File: src/rtl/core/ibr1_pkg.sv
// Shared types and constants for the ByteRun1 body decoder core.
// No dependencies; imported by ibr1_ctrl, ibr1_dpath and the top level.
package ibr1_pkg;

    localparam int MAX_ROW_BYTES_DEF = 1024;
    localparam int MAX_PLANES_DEF    = 8;
    localparam int MAX_ROWS_DEF      = 4096;

    localparam int CFG_IDX_W  = 2;
    localparam int CFG_DATA_W = 14;
    localparam int MODE_W     = 8;
    localparam int WIDTH_W    = 14;
    localparam int PLANES_W   = 4;
    localparam int ROWS_W     = 13;

    localparam logic [CFG_IDX_W-1:0] CFG_MODE   = 2'd0;
    localparam logic [CFG_IDX_W-1:0] CFG_WIDTH  = 2'd1;
    localparam logic [CFG_IDX_W-1:0] CFG_PLANES = 2'd2;
    localparam logic [CFG_IDX_W-1:0] CFG_ROWS   = 2'd3;

    localparam logic [MODE_W-1:0]   MODE_RST   = 8'd1;
    localparam logic [WIDTH_W-1:0]  WIDTH_RST  = 14'd320;
    localparam logic [PLANES_W-1:0] PLANES_RST = 4'd5;
    localparam logic [ROWS_W-1:0]   ROWS_RST   = 13'd256;

    localparam logic [MODE_W-1:0] CMP_NONE     = 8'd0;
    localparam logic [MODE_W-1:0] CMP_BYTERUN1 = 8'd1;
    localparam logic [7:0]        CTRL_NOP     = 8'h80;

    localparam logic [1:0] ERR_NONE    = 2'd0;
    localparam logic [1:0] ERR_SHORT   = 2'd1;
    localparam logic [1:0] ERR_OVERRUN = 2'd2;
    localparam logic [1:0] ERR_MODE    = 2'd3;

    typedef enum logic [1:0] {
        PH_CTRL,
        PH_LIT,
        PH_REP
    } phase_t;

    typedef enum logic [1:0] {
        ST_IDLE,
        ST_EVAL,
        ST_PLACE,
        ST_FIN
    } state_t;

    typedef struct packed {
        logic accept;
        logic eval;
        logic place;
        logic fin;
    } cmd_t;

    typedef struct packed {
        logic skip;
        logic has_places;
        logic place_ok;
        logic place_last;
        logic fin_ok;
    } sts_t;

    typedef struct packed {
        logic [7:0]  data_a;
        logic [7:0]  data_b;
        logic [1:0]  byte_count;
        logic [2:0]  plane;
        logic [11:0] row;
        logic [9:0]  column;
        logic        image_done;
        logic [1:0]  error;
    } res_t;

endpackage

File: src/rtl/core/ilbm_byterun1_body_decoder_core.sv
// Top level of the ByteRun1 (PackBits) body decoder for interleaved bitplanes.
// Depends on ibr1_pkg, ibr1_ctrl and ibr1_dpath.
//
// Takes one raw body byte per transaction and returns decoded bytes in pairs
// tagged with plane, row and column. Each byte is accepted, evaluated, then has
// its decoded bytes placed and is finished: a literal or uncompressed byte places
// one, a repeat byte places n (n up to 128), a control byte places none. The
// single byte-placement step of the datapath handles one decoded byte per cycle
// while the result channel does not hold it back; backpressure there stalls it.
// Configuration must be written while no byte is in flight.
module ilbm_byterun1_body_decoder_core
    import ibr1_pkg::*;
#(
    parameter int MAX_ROW_BYTES = MAX_ROW_BYTES_DEF,
    parameter int MAX_PLANES    = MAX_PLANES_DEF,
    parameter int MAX_ROWS      = MAX_ROWS_DEF
) (
    input  logic                  aclk,
    input  logic                  aresetn,
    input  logic                  cfg_wr_en,
    input  logic [CFG_IDX_W-1:0]  cfg_index,
    input  logic [CFG_DATA_W-1:0] cfg_wdata,
    input  logic                  s_valid,
    output logic                  s_ready,
    input  logic [7:0]            s_body_byte,
    input  logic                  s_body_first,
    input  logic                  s_body_last,
    output logic                  m_valid,
    input  logic                  m_ready,
    output logic [7:0]            m_data_a,
    output logic [7:0]            m_data_b,
    output logic [1:0]            m_byte_count,
    output logic [2:0]            m_plane_index,
    output logic [11:0]           m_row_index,
    output logic [9:0]            m_column,
    output logic                  m_run_last,
    output logic                  m_image_done,
    output logic [1:0]            m_error_code
);

    cmd_t cmd;
    sts_t sts;
    res_t m_res;

    ibr1_ctrl u_ctrl (
        .aclk    (aclk),
        .aresetn (aresetn),
        .s_valid (s_valid),
        .s_ready (s_ready),
        .sts     (sts),
        .cmd     (cmd)
    );

    ibr1_dpath #(
        .MAX_ROW_BYTES (MAX_ROW_BYTES),
        .MAX_PLANES    (MAX_PLANES),
        .MAX_ROWS      (MAX_ROWS)
    ) u_dpath (
        .aclk         (aclk),
        .aresetn      (aresetn),
        .cfg_wr_en    (cfg_wr_en),
        .cfg_index    (cfg_index),
        .cfg_wdata    (cfg_wdata),
        .s_body_byte  (s_body_byte),
        .s_body_first (s_body_first),
        .s_body_last  (s_body_last),
        .cmd          (cmd),
        .sts          (sts),
        .m_valid      (m_valid),
        .m_ready      (m_ready),
        .m_res        (m_res),
        .m_run_last   (m_run_last)
    );

    assign m_data_a      = m_res.data_a;
    assign m_data_b      = m_res.data_b;
    assign m_byte_count  = m_res.byte_count;
    assign m_plane_index = m_res.plane;
    assign m_row_index   = m_res.row;
    assign m_column      = m_res.column;
    assign m_image_done  = m_res.image_done;
    assign m_error_code  = m_res.error;

endmodule

File: src/rtl/core/ibr1_ctrl.sv
// Sequencing state machine of the ByteRun1 body decoder.
// Depends on ibr1_pkg; drives ibr1_dpath through cmd_t and reads sts_t.
module ibr1_ctrl
    import ibr1_pkg::*;
(
    input  logic aclk,
    input  logic aresetn,
    input  logic s_valid,
    output logic s_ready,
    input  sts_t sts,
    output cmd_t cmd
);

    state_t state_reg, state_next;

    always_ff @(posedge aclk) begin
        if (!aresetn) begin
            state_reg <= ST_IDLE;
        end else begin
            state_reg <= state_next;
        end
    end

    always_comb begin
        state_next = state_reg;
        case (state_reg)
            ST_IDLE: begin
                if (s_valid) state_next = ST_EVAL;
            end
            ST_EVAL: begin
                if (sts.skip)            state_next = ST_IDLE;
                else if (sts.has_places) state_next = ST_PLACE;
                else                     state_next = ST_FIN;
            end
            ST_PLACE: begin
                if (sts.place_ok && sts.place_last) state_next = ST_FIN;
            end
            ST_FIN: begin
                if (sts.fin_ok) state_next = ST_IDLE;
            end
            default: state_next = ST_IDLE;
        endcase
    end

    always_comb begin
        s_ready    = 1'b0;
        cmd        = '0;
        case (state_reg)
            ST_IDLE: begin
                s_ready    = 1'b1;
                cmd.accept = s_valid;
            end
            ST_EVAL: begin
                cmd.eval = 1'b1;
            end
            ST_PLACE: begin
                cmd.place = sts.place_ok;
            end
            ST_FIN: begin
                cmd.fin = sts.fin_ok;
            end
            default: begin
                s_ready = 1'b0;
            end
        endcase
    end

endmodule

File: src/rtl/core/ibr1_dpath.sv
// Datapath of the ByteRun1 body decoder: config registers, decode state,
// position counters, pair assembly and the result register. Uses ibr1_pkg.
module ibr1_dpath
    import ibr1_pkg::*;
#(
    parameter int MAX_ROW_BYTES = MAX_ROW_BYTES_DEF,
    parameter int MAX_PLANES    = MAX_PLANES_DEF,
    parameter int MAX_ROWS      = MAX_ROWS_DEF
) (
    input  logic                  aclk,
    input  logic                  aresetn,
    input  logic                  cfg_wr_en,
    input  logic [CFG_IDX_W-1:0]  cfg_index,
    input  logic [CFG_DATA_W-1:0] cfg_wdata,
    input  logic [7:0]            s_body_byte,
    input  logic                  s_body_first,
    input  logic                  s_body_last,
    input  cmd_t                  cmd,
    output sts_t                  sts,
    output logic                  m_valid,
    input  logic                  m_ready,
    output res_t                  m_res,
    output logic                  m_run_last
);

    localparam int MRB_EVEN = (MAX_ROW_BYTES / 2) * 2;
    localparam int COL_W    = $clog2(MRB_EVEN);
    localparam int LR_W     = $clog2(MRB_EVEN + 1);
    localparam int PL_W     = (MAX_PLANES > 1) ? $clog2(MAX_PLANES) : 1;
    localparam int LP_W     = $clog2(MAX_PLANES + 1);
    localparam int RW_W     = $clog2(MAX_ROWS + 1);

    // config
    logic [MODE_W-1:0]   mode_reg;
    logic [WIDTH_W-1:0]  width_reg;
    logic [PLANES_W-1:0] planes_reg;
    logic [ROWS_W-1:0]   rows_reg;

    always_ff @(posedge aclk) begin
        if (!aresetn) begin
            mode_reg   <= MODE_RST;
            width_reg  <= WIDTH_RST;
            planes_reg <= PLANES_RST;
            rows_reg   <= ROWS_RST;
        end else if (cfg_wr_en) begin
            case (cfg_index)
                CFG_MODE:   mode_reg   <= cfg_wdata[MODE_W-1:0];
                CFG_WIDTH:  width_reg  <= cfg_wdata[WIDTH_W-1:0];
                CFG_PLANES: planes_reg <= cfg_wdata[PLANES_W-1:0];
                CFG_ROWS:   rows_reg   <= cfg_wdata[ROWS_W-1:0];
                default:    mode_reg   <= mode_reg;
            endcase
        end
    end

    // clamped geometry
    logic [14:0]     w_sum;
    logic [12:0]     rb13;
    logic [12:0]     lr13;
    logic [3:0]      lp4;
    logic [15:0]     lh16;
    logic [LR_W-1:0] lim_r;
    logic [LP_W-1:0] lim_p;
    logic [RW_W-1:0] lim_h;

    always_comb begin
        w_sum = {1'b0, width_reg} + 15'd15;
        rb13  = {1'b0, w_sum[14:4], 1'b0};
        if (rb13 > 13'(MRB_EVEN)) lr13 = 13'(MRB_EVEN);
        else if (rb13 < 13'd2)    lr13 = 13'd2;
        else                      lr13 = rb13;
        if (planes_reg > 4'(MAX_PLANES)) lp4 = 4'(MAX_PLANES);
        else if (planes_reg == 4'd0)     lp4 = 4'd1;
        else                             lp4 = planes_reg;
        if ({3'b000, rows_reg} > 16'(MAX_ROWS)) lh16 = 16'(MAX_ROWS);
        else if (rows_reg == 13'd0)              lh16 = 16'd1;
        else                                     lh16 = {3'b000, rows_reg};
        lim_r = LR_W'(lr13);
        lim_p = LP_W'(lp4);
        lim_h = RW_W'(lh16);
    end

    // state
    phase_t          phase_reg;
    logic [7:0]      run_reg;
    logic [COL_W-1:0] col_reg;
    logic [PL_W-1:0] plane_reg;
    logic [RW_W-1:0] row_reg;
    logic            finished_reg;
    logic [1:0]      fault_reg;
    logic            pend_valid_reg;
    logic            out_valid_reg;
    logic [7:0]      held_reg;
    logic [7:0]      byte_reg;
    logic            last_reg;
    logic [1:0]      err_reg;
    logic [7:0]      place_left_reg;
    res_t            pend_reg;
    res_t            out_reg;
    logic            out_last_reg;

    // control byte evaluation
    logic [LR_W-1:0] col_ext;
    logic [LR_W-1:0] avail;
    logic [7:0]      ctl_cnt;
    phase_t          ev_phase;
    logic [7:0]      ev_run;
    logic [1:0]      ev_err;
    logic [7:0]      ev_places;

    always_comb begin
        col_ext   = LR_W'(col_reg);
        avail     = (col_ext >= lim_r) ? '0 : lim_r - col_ext;
        ctl_cnt   = (byte_reg < CTRL_NOP) ? byte_reg + 8'd1 : 8'(9'd257 - {1'b0, byte_reg});
        ev_phase  = phase_reg;
        ev_run    = run_reg;
        ev_err    = ERR_NONE;
        ev_places = 8'd0;
        if (mode_reg > CMP_BYTERUN1) begin
            ev_err = ERR_MODE;
        end else if (mode_reg == CMP_NONE) begin
            ev_places = 8'd1;
        end else if (phase_reg == PH_LIT && run_reg != 8'd0) begin
            ev_places = 8'd1;
            ev_run    = run_reg - 8'd1;
            ev_phase  = (run_reg == 8'd1) ? PH_CTRL : PH_LIT;
        end else if (phase_reg == PH_REP && run_reg != 8'd0) begin
            ev_run   = 8'd0;
            ev_phase = PH_CTRL;
            if (13'(run_reg) > 13'(avail)) ev_err    = ERR_OVERRUN;
            else                            ev_places = run_reg;
        end else begin
            ev_run   = 8'd0;
            ev_phase = PH_CTRL;
            if (byte_reg != CTRL_NOP) begin
                if (13'(ctl_cnt) > 13'(avail)) begin
                    ev_err = ERR_OVERRUN;
                end else begin
                    ev_run   = ctl_cnt;
                    ev_phase = (byte_reg < CTRL_NOP) ? PH_LIT : PH_REP;
                end
            end
        end
    end

    // one byte placement
    logic [LR_W-1:0] col_p1;
    logic [LP_W-1:0] plane_p1;
    logic [RW_W-1:0] row_p1;
    logic            wrap;
    logic            plane_wrap;
    logic            done_now;
    logic            emits;
    res_t            new_res;

    always_comb begin
        col_p1     = col_ext + LR_W'(1);
        plane_p1   = LP_W'(plane_reg) + LP_W'(1);
        row_p1     = row_reg + RW_W'(1);
        wrap       = col_p1 >= lim_r;
        plane_wrap = plane_p1 >= lim_p;
        done_now   = wrap && plane_wrap && (row_p1 >= lim_h);
        emits      = col_reg[0] | wrap;
        new_res.data_a     = col_reg[0] ? held_reg : byte_reg;
        new_res.data_b     = col_reg[0] ? byte_reg : 8'd0;
        new_res.byte_count = col_reg[0] ? 2'd2 : 2'd1;
        new_res.plane      = 3'(plane_reg);
        new_res.row        = 12'(row_reg);
        new_res.column     = col_reg[0] ? 10'(col_reg - COL_W'(1)) : 10'(col_reg);
        new_res.image_done = done_now;
        new_res.error      = ERR_NONE;
    end

    // step finish
    logic [1:0] err_fin;
    logic       send;
    logic       out_free;
    res_t       fin_res;

    always_comb begin
        out_free = !out_valid_reg || m_ready;
        if (err_reg != ERR_NONE)           err_fin = err_reg;
        else if (last_reg && !finished_reg) err_fin = ERR_SHORT;
        else                               err_fin = ERR_NONE;
        send = pend_valid_reg || (err_fin != ERR_NONE);
        if (pend_valid_reg) begin
            fin_res = pend_reg;
        end else begin
            fin_res            = '0;
            fin_res.plane      = 3'(plane_reg);
            fin_res.row        = 12'(row_reg);
            fin_res.column     = 10'(col_reg);
        end
        if (err_fin != ERR_NONE) fin_res.error = err_fin;
    end

    always_comb begin
        sts.skip       = finished_reg || (fault_reg != ERR_NONE);
        sts.has_places = ev_places != 8'd0;
        sts.place_ok   = !(pend_valid_reg && out_valid_reg && !m_ready);
        sts.place_last = (place_left_reg == 8'd1) || done_now;
        sts.fin_ok     = !send || out_free;
    end

    logic load_from_pend;
    logic load_from_fin;

    assign load_from_pend = cmd.place && emits && pend_valid_reg;
    assign load_from_fin  = cmd.fin && send;

    always_ff @(posedge aclk) begin
        if (!aresetn) begin
            phase_reg      <= PH_CTRL;
            run_reg        <= 8'd0;
            col_reg        <= '0;
            plane_reg      <= '0;
            row_reg        <= '0;
            finished_reg   <= 1'b0;
            fault_reg      <= ERR_NONE;
            pend_valid_reg <= 1'b0;
            out_valid_reg  <= 1'b0;
        end else begin
            if (cmd.accept && s_body_first) begin
                phase_reg    <= PH_CTRL;
                run_reg      <= 8'd0;
                col_reg      <= '0;
                plane_reg    <= '0;
                row_reg      <= '0;
                finished_reg <= 1'b0;
                fault_reg    <= ERR_NONE;
            end
            if (cmd.eval && !sts.skip) begin
                phase_reg <= ev_phase;
                run_reg   <= ev_run;
            end
            if (cmd.place) begin
                if (wrap) begin
                    col_reg <= '0;
                    if (plane_wrap) begin
                        plane_reg <= '0;
                        row_reg   <= row_p1;
                        if (done_now) finished_reg <= 1'b1;
                    end else begin
                        plane_reg <= PL_W'(plane_p1);
                    end
                end else begin
                    col_reg <= COL_W'(col_p1);
                end
                if (emits) pend_valid_reg <= 1'b1;
            end
            if (cmd.fin) begin
                pend_valid_reg <= 1'b0;
                if (err_fin != ERR_NONE) fault_reg <= err_fin;
            end
            if (load_from_pend || load_from_fin) begin
                out_valid_reg <= 1'b1;
            end else if (m_ready) begin
                out_valid_reg <= 1'b0;
            end
        end
    end

    always_ff @(posedge aclk) begin
        if (cmd.accept) begin
            byte_reg <= s_body_byte;
            last_reg <= s_body_last;
        end
        if (cmd.eval) begin
            err_reg        <= ev_err;
            place_left_reg <= ev_places;
        end
        if (cmd.place) begin
            place_left_reg <= place_left_reg - 8'd1;
            if (!col_reg[0]) held_reg <= byte_reg;
            if (emits) pend_reg <= new_res;
        end
        if (load_from_pend) begin
            out_reg      <= pend_reg;
            out_last_reg <= 1'b0;
        end else if (load_from_fin) begin
            out_reg      <= fin_res;
            out_last_reg <= 1'b1;
        end
    end

    assign m_valid    = out_valid_reg;
    assign m_res      = out_reg;
    assign m_run_last = out_last_reg;

    a_status_has_error: assert property (@(posedge aclk) disable iff (!aresetn)
        out_valid_reg && out_reg.byte_count == 2'd0 |-> out_reg.error != ERR_NONE)
        else $error("status-only transaction without error code");

    a_done_is_last: assert property (@(posedge aclk) disable iff (!aresetn)
        out_valid_reg && out_reg.image_done |-> out_last_reg)
        else $error("image_done on a transaction that is not the last of its byte");

    a_accept_clean: assert property (@(posedge aclk) disable iff (!aresetn)
        cmd.accept |-> !pend_valid_reg)
        else $error("new byte accepted with a pending result");

    a_place_count: assert property (@(posedge aclk) disable iff (!aresetn)
        cmd.place |-> place_left_reg != 8'd0)
        else $error("placement beyond the decoded run length");

endmodule

File: config.mk
export PLATFORM = sky130hd
export DESIGN_NAME = ilbm_byterun1_body_decoder_core
export DESIGN_NICKNAME = d
export VERILOG_FILES = /design/src/rtl/core/ibr1_pkg.sv /design/src/rtl/core/ilbm_byterun1_body_decoder_core.sv /design/src/rtl/core/ibr1_ctrl.sv /design/src/rtl/core/ibr1_dpath.sv
export SDC_FILE = /design/constraint.sdc
export NUM_CORES = 1
export LEC_CHECK = 0
export ABC_AREA = 1
export ABC_CLOCK_PERIOD_IN_PS = 8000
export BUFFER_PORTS_ARGS = -buffer_cell sky130_fd_sc_hd__buf_2
export CORE_UTILIZATION = 61
export DETAILED_ROUTE_END_ITERATION = 10
export PLACE_DENSITY = 0.81
export SYNTH_ARGS = -nofsm -noshare
export SYNTH_HDL_FRONTEND = slang
export SYNTH_HIERARCHICAL = 1
export SYNTH_SLANG_ARGS = --single-unit
File: constraint.sdc
create_clock -name aclk -period 8 [get_ports aclk]
set_input_delay 1.6 -clock aclk [delete_from_list [all_inputs] [get_ports aclk]]
set_output_delay 1.6 -clock aclk [all_outputs]
set_load 0.01 [all_outputs]
# Yosys cells after proc, flatten, opt, wreduce, memory -nomap -nowiden
# Index checks and enable logic that the tools add are counted.
# op_classes
n_eq_ne	16
n_bitwise	2
n_mux	80
add_sub_neg	10
order_cmp	12
n_reduce_logical	48
# ops
op	count
2-to-1 mux 46 bit	3
2-to-1 mux 8 bit	17
2-to-1 mux 13 bit	6
2-to-1 mux 2 bit	25
2-to-1 mux 10 bit	4
2-to-1 mux 11 bit	3
> comparator 8 x 11 -> 1 bit	2
== test 8 x 1 -> 1 bit, second input constant	2
nonzero test 2 bit	8
nonzero test 8 bit	2
subtractor 8 x 1 -> 8 bit, second input constant	2
adder 14 x 4 -> 15 bit, second input constant	1
2-to-1 mux 1 bit	15
adder 13 x 1 -> 13 bit, second input constant	1
greater-or-equal comparator 13 bit	1
> comparator 13 bit, second input constant	1
logical AND 1 bit	13
zero test 13 bit	1
> comparator 12 x 11 -> 1 bit, second input constant	1
< comparator 12 x 2 -> 1 bit, second input constant	1
2-to-1 mux 3 bit	4
adder 10 x 1 -> 11 bit, second input constant	1
greater-or-equal comparator 10 x 11 -> 1 bit	1
greater-or-equal comparator 11 bit	1
26 further kinds	52
# word_totals
register_bits	200
out_inout_bits	49
elab_cells	204
inputBits	31

# Longest topological paths before layout
# depth
depth_word	16
depth_mapped	44
mapped_depth_nobuf	44

# Cells and area by module
# The synthesis kept the hierarchy.
# by_module_without_submodules
module	n_inst	area_each_um2	seq_area_each_um2	cells_each
ibr1_dpath	1	10746.6	5134.9	1300
ibr1_ctrl	1	146.4	40.0	27

# Worst setup path before layout
# Ideal clock, no wire load.
# synth_timing
path_type	reg2reg
startpoint	register u_dpath.width_reg[5]
endpoint	register u_dpath.out_reg (netlist bit u_dpath/m_res[0]) (enable)
n_path_buf	0
arrival_ns	5.900
synth_period_minus_slack_ns	6.304
setup_slack_ns	1.696
required_ns	7.595
setup_ns	0.405
stages_incl_launch_ff	21
path_cell_list	dfxtp_1 > nand2_2 > nor2_4 > nand3b_4 > nor2_4 > nand2_2 > xor2_1 > inv_1 > nor3_4 > nand3_2 > nand2_4 > nand2_2 > fa_1 > nand4_1 > nor2_1 > nand4_1 > nand3_1 > nor2_1 > nor2_1 > nand2_1 > nand2_1
# synth_between
elab_chain_len	9
word_cells_on_any_way	10
cone_classes	add/sub: 1; order compare: 3; mux: 2; bitwise: 1; reduce/logical: 3
# synth_lines
item	line_no	rtl
from (decl)	ibr1_dpath.sv:35	logic [WIDTH_W-1:0] width_reg;
from (signal assigned)	ibr1_dpath.sv:48	CFG_WIDTH: width_reg <= cfg_wdata[WIDTH_W-1:0];
adder 14 x 4 -> 15 bit *	ibr1_dpath.sv:67	w_sum = {1'b0, width_reg} + 15'd15;
< comparator 12 x 2 -> 1 bit	ibr1_dpath.sv:70	else if (rb13 < 13'd2) lr13 = 13'd2;
2-to-1 mux 11 bit	ibr1_dpath.sv:70	
2-to-1 mux 11 bit *	ibr1_dpath.sv:69	if (rb13 > 13'(MRB_EVEN)) lr13 = 13'(MRB_EVEN);
greater-or-equal comparator 11 bit *	ibr1_dpath.sv:160	wrap = col_p1 >= lim_r;
bitwise OR 1 bit *	ibr1_dpath.sv:163	emits = col_reg[0] | wrap;
logical AND 1 bit * (2 in a row)	ibr1_dpath.sv:208	assign load_from_pend = cmd.place && emits && pend_valid_reg;
nonzero test 2 bit (no line) *	-	
to (signal assigned)	ibr1_dpath.sv:278	out_reg <= pend_reg;
to (signal assigned)	ibr1_dpath.sv:281	out_reg <= fin_res;
to (decl)	ibr1_dpath.sv:99	res_t out_reg;
# Mark *: on every way between the ends. The rest lies on a longest branch, timed or not.
# A chain may end at the register's enable or synchronous reset.

==> results_dict.tcl <==
set metrics [dict create \
    outcome "finished, final reports clean" \
    finalHoldViolations 0 \
    grt_pass1_vias 7934 \
    ios 80 \
    period_share_pct 61.43 \
    crit_top_cell "nand2_1" \
    powerDensity_nw_per_um2 215.4 \
    synth_edf_count 117 \
    die_w_um 135.6 \
    setup_ws_ns 3.085 \
    synth_top_area_share_pct 32.25 \
    routedWlPerCell_um 14.78 \
    grt_max_degree 72 \
    rrSetupSlack_ns 3.09 \
    grt_pass1_wl_um 38480 \
    crit-reg2reg-launch "u_dpath/width_reg[4]" \
    cp_slowest_cell "dfxtp_1" \
    cp-start-kind "flip-flop" \
    power_mw 2.591 \
    drtIter0Drc 962 \
    fin_area_um2 12030 \
    vias 8955 \
    cts.sinks 200 \
    clock_path_buffers 2 \
    rr_worst_depth 39 \
    fmax_ghz 0.2035 \
    tightest_slew_ns 1.024 \
    route.detailed.drc 0 \
    crit_fanout 12 \
    antenna_cells 0 \
    gp_congestion 0.8989 \
    worst_setup_path_end_kind "flip-flop" \
    cts_tree "built" \
    syn-num-nets 1425 \
    ir_drop_uv 156.9 \
    postRouteAntennaNets 0 \
    yosysMostFrequentCell "nand2_1" \
    async_reset_ff_share_pct 0 \
    clkSlewWorstSetupHoldPaths_ns 0.08 \
    setup_viol 0 \
    die_y_um 135.6 \
    slew_headroom_pct 31.51 \
    path_buf_inv 4 \
    holdWs_ns 0.4621 \
    dieArea_um2 18400 \
    finalMaxSlewViolations 0 \
    largest_reg_flops 46 \
    area_growth_pct 10.42 \
    gr-total-overflow 0 \
    maxCapViolations 0 \
    fin_skew_ns 0.007999 \
    cts_root_buf "clkbuf_16" \
    synthTopCellsByCount "nand2_1 (280), inv_1 (173), nor2_1 (153), edfxtp_1 (117), o21ai_0 (98)" \
    critical_path_class "flip-flop to flip-flop" \
    setup-tns-final_ns 0 \
    yosysTopAreaCell "edfxtp_1" \
    drive_gt1_share_pct 12.15 \
    synthFlopType "edfxtp_1" \
    synth_area_per_cell_um2 8.209 \
    vias_per_cell 5.514 \
    io_buffers 79 \
    row_count 48 \
    cts_inserted_buffers 17 \
    nets 1484 \
    ctsResizeCount 0 \
    start_util_pct 62.76 \
    pre_cts_slack_ns 3.186 \
    ys_seq_area_share_pct 47.51 \
    post-dp-hpwl_um 17820 \
    antenna_found_initial 0 \
    cts.hold.buffers_added 0 \
    synth.distinct_cells 51 \
    crit_end "u_ctrl/state_reg[0]" \
    track_usage_pct 26.91 \
    postRouteWirelength_um 24000 \
    ys_ff_latch 200 \
    cp.depth 39 \
    critPathRequiredTime_ns 8.38 \
    dpl-instance-area_um2 11430 \
    cp_top_family "simple AND/OR/NAND/NOR gates" \
    rsz0062_at_grt "no" \
    syn_area_um2 10890 \
    reg2reg_to "u_ctrl/state_reg[0]" \
    hp-class "flip-flop to flip-flop" \
    yosys-top-cells-area "edfxtp_1 (32%), dfxtp_1 (15%), nand2_1 (9.6%)" \
    power.leakage_nw 5.484 \
    syn_inst 1327 \
    cts_setup_buffers 0 \
    htreeDepth 4 \
    synth_warnings 6 \
    min_period_ns 4.915 \
    cp-startpoint "u_dpath/width_reg[4]" \
    crit_arrival_ns 5.30 \
    first_pass_iters 7 \
    clock_latency_ns 0.44 \
    max_stage_delay_ns 0.38 \
    fp.coreArea_um2 17360 \
]
routing by layer:
metal	global-route usage, %	part of all wire (%)	vias up	routed length, um
li1	-	-	4488	-
met1	38.58	48	4078	11430
met2	40.59	44	348	10600
met3	4.976	6.6	41	1592
met4	9.488	1.6	0	387
met5	0	0	-	0
worst register-to-register path, delay by kind of cell (launching register included):
kind | cells | cell delay (ns)
compound gates | 3 | 0.27
xor+xnor | 1 | 0.23
fa+ha+maj | 2 | 0.68
buf+inv | 4 | 0.33
flops | 1 | 0.38
simple gates | 29 | 2.94
stage by stage:
| step | utilization [%] | std cells |
|---|---|---|
| floorplan | - | 1327 |
| global placement | 65.88 | 1592 |
| detailed placement | 65.88 | 1592 |
| CTS | 69.30 | 1624 |
| global route | 69.30 | 1624 |
| finish | 69.30 | 1624 |
layout make-up:
| cell class | count | area [um2] |
|---|---|---|
| flip-flops and latches | 200 | 5176 |
| multi-input cells | 898 | 4846 |
| clock inverters | 15 | 167.7 |
| repair buffers | 85 | 440.4 |
| well taps | 225 | 281.5 |
| inverters | 184 | 690.7 |
| clock buffers | 17 | 425.4 |
| fillers | 1381 | 5329 |
report_power, final:
group,internal (mW),switching (mW),leakage (nW)
logic,0.174,0.337,3.44
registers,1.17,0.0548,1.76
clock network,0.423,0.433,0.285
worst min-delay path by stage:
stage | from | end | slack, ns | cells past startpoint
global placement | u_dpath/row_reg[9] | u_dpath/pend_reg[22] | 0.45 | 0
floorplan | u_dpath/row_reg[7] | u_dpath/pend_reg[20] | 0.41 | 0
CTS | u_dpath/planes_reg[0] | u_dpath/planes_reg[0] | 0.47 | 2
detailed placement | u_dpath/planes_reg[0] | u_dpath/planes_reg[0] | 0.45 | 2
finish | u_dpath/planes_reg[0] | u_dpath/planes_reg[0] | 0.46 | 2
global route | u_dpath/col_reg[9] | u_dpath/pend_reg[12] | 0.49 | 0
cell usage in the layout (no fill, tap or decap), types with 3 or more instances in the layout:
cell type,netlist,layout
a21oi_1,93,93
a22oi_1,5,5
buf_2,3,79
buf_4,1,6
clkbuf_16,0,17
clkinv_8,0,3
dfxtp_1,83,82
edfxtp_1,117,117
ha_1,66,66
inv_1,173,173
inv_2,10,10
inv_6,0,5
nand2_1,280,279
nand2_2,12,13
nand3_1,47,47
nand3b_1,3,3
nand4_1,20,20
nor2_1,153,152
nor2_2,6,6
nor2_4,4,5
nor3_1,20,20
nor4_1,5,5
o211ai_1,10,10
o21a_1,3,3
o21ai_0,98,98
o21ai_2,3,3
or2_2,6,6
xor2_1,32,32
cell families (layout without fill, tap and decap cells):
| kind of cell | after synthesis | in the layout | share of synthesized area [%] |
|---|---|---|---|
| simple gates | 568 | 568 | 22.54 |
| buf+inv | 229 | 301 | 8.098 |
| compound gates | 227 | 227 | 11.22 |
| flops | 200 | 200 | 47.51 |
| fa+ha+maj | 67 | 67 | 7.765 |
| xor+xnor | 34 | 34 | 2.734 |
| other cells | 1 | 1 | 0.03443 |
| mux | 1 | 1 | 0.1034 |
(Power assumes the default switching activity.)
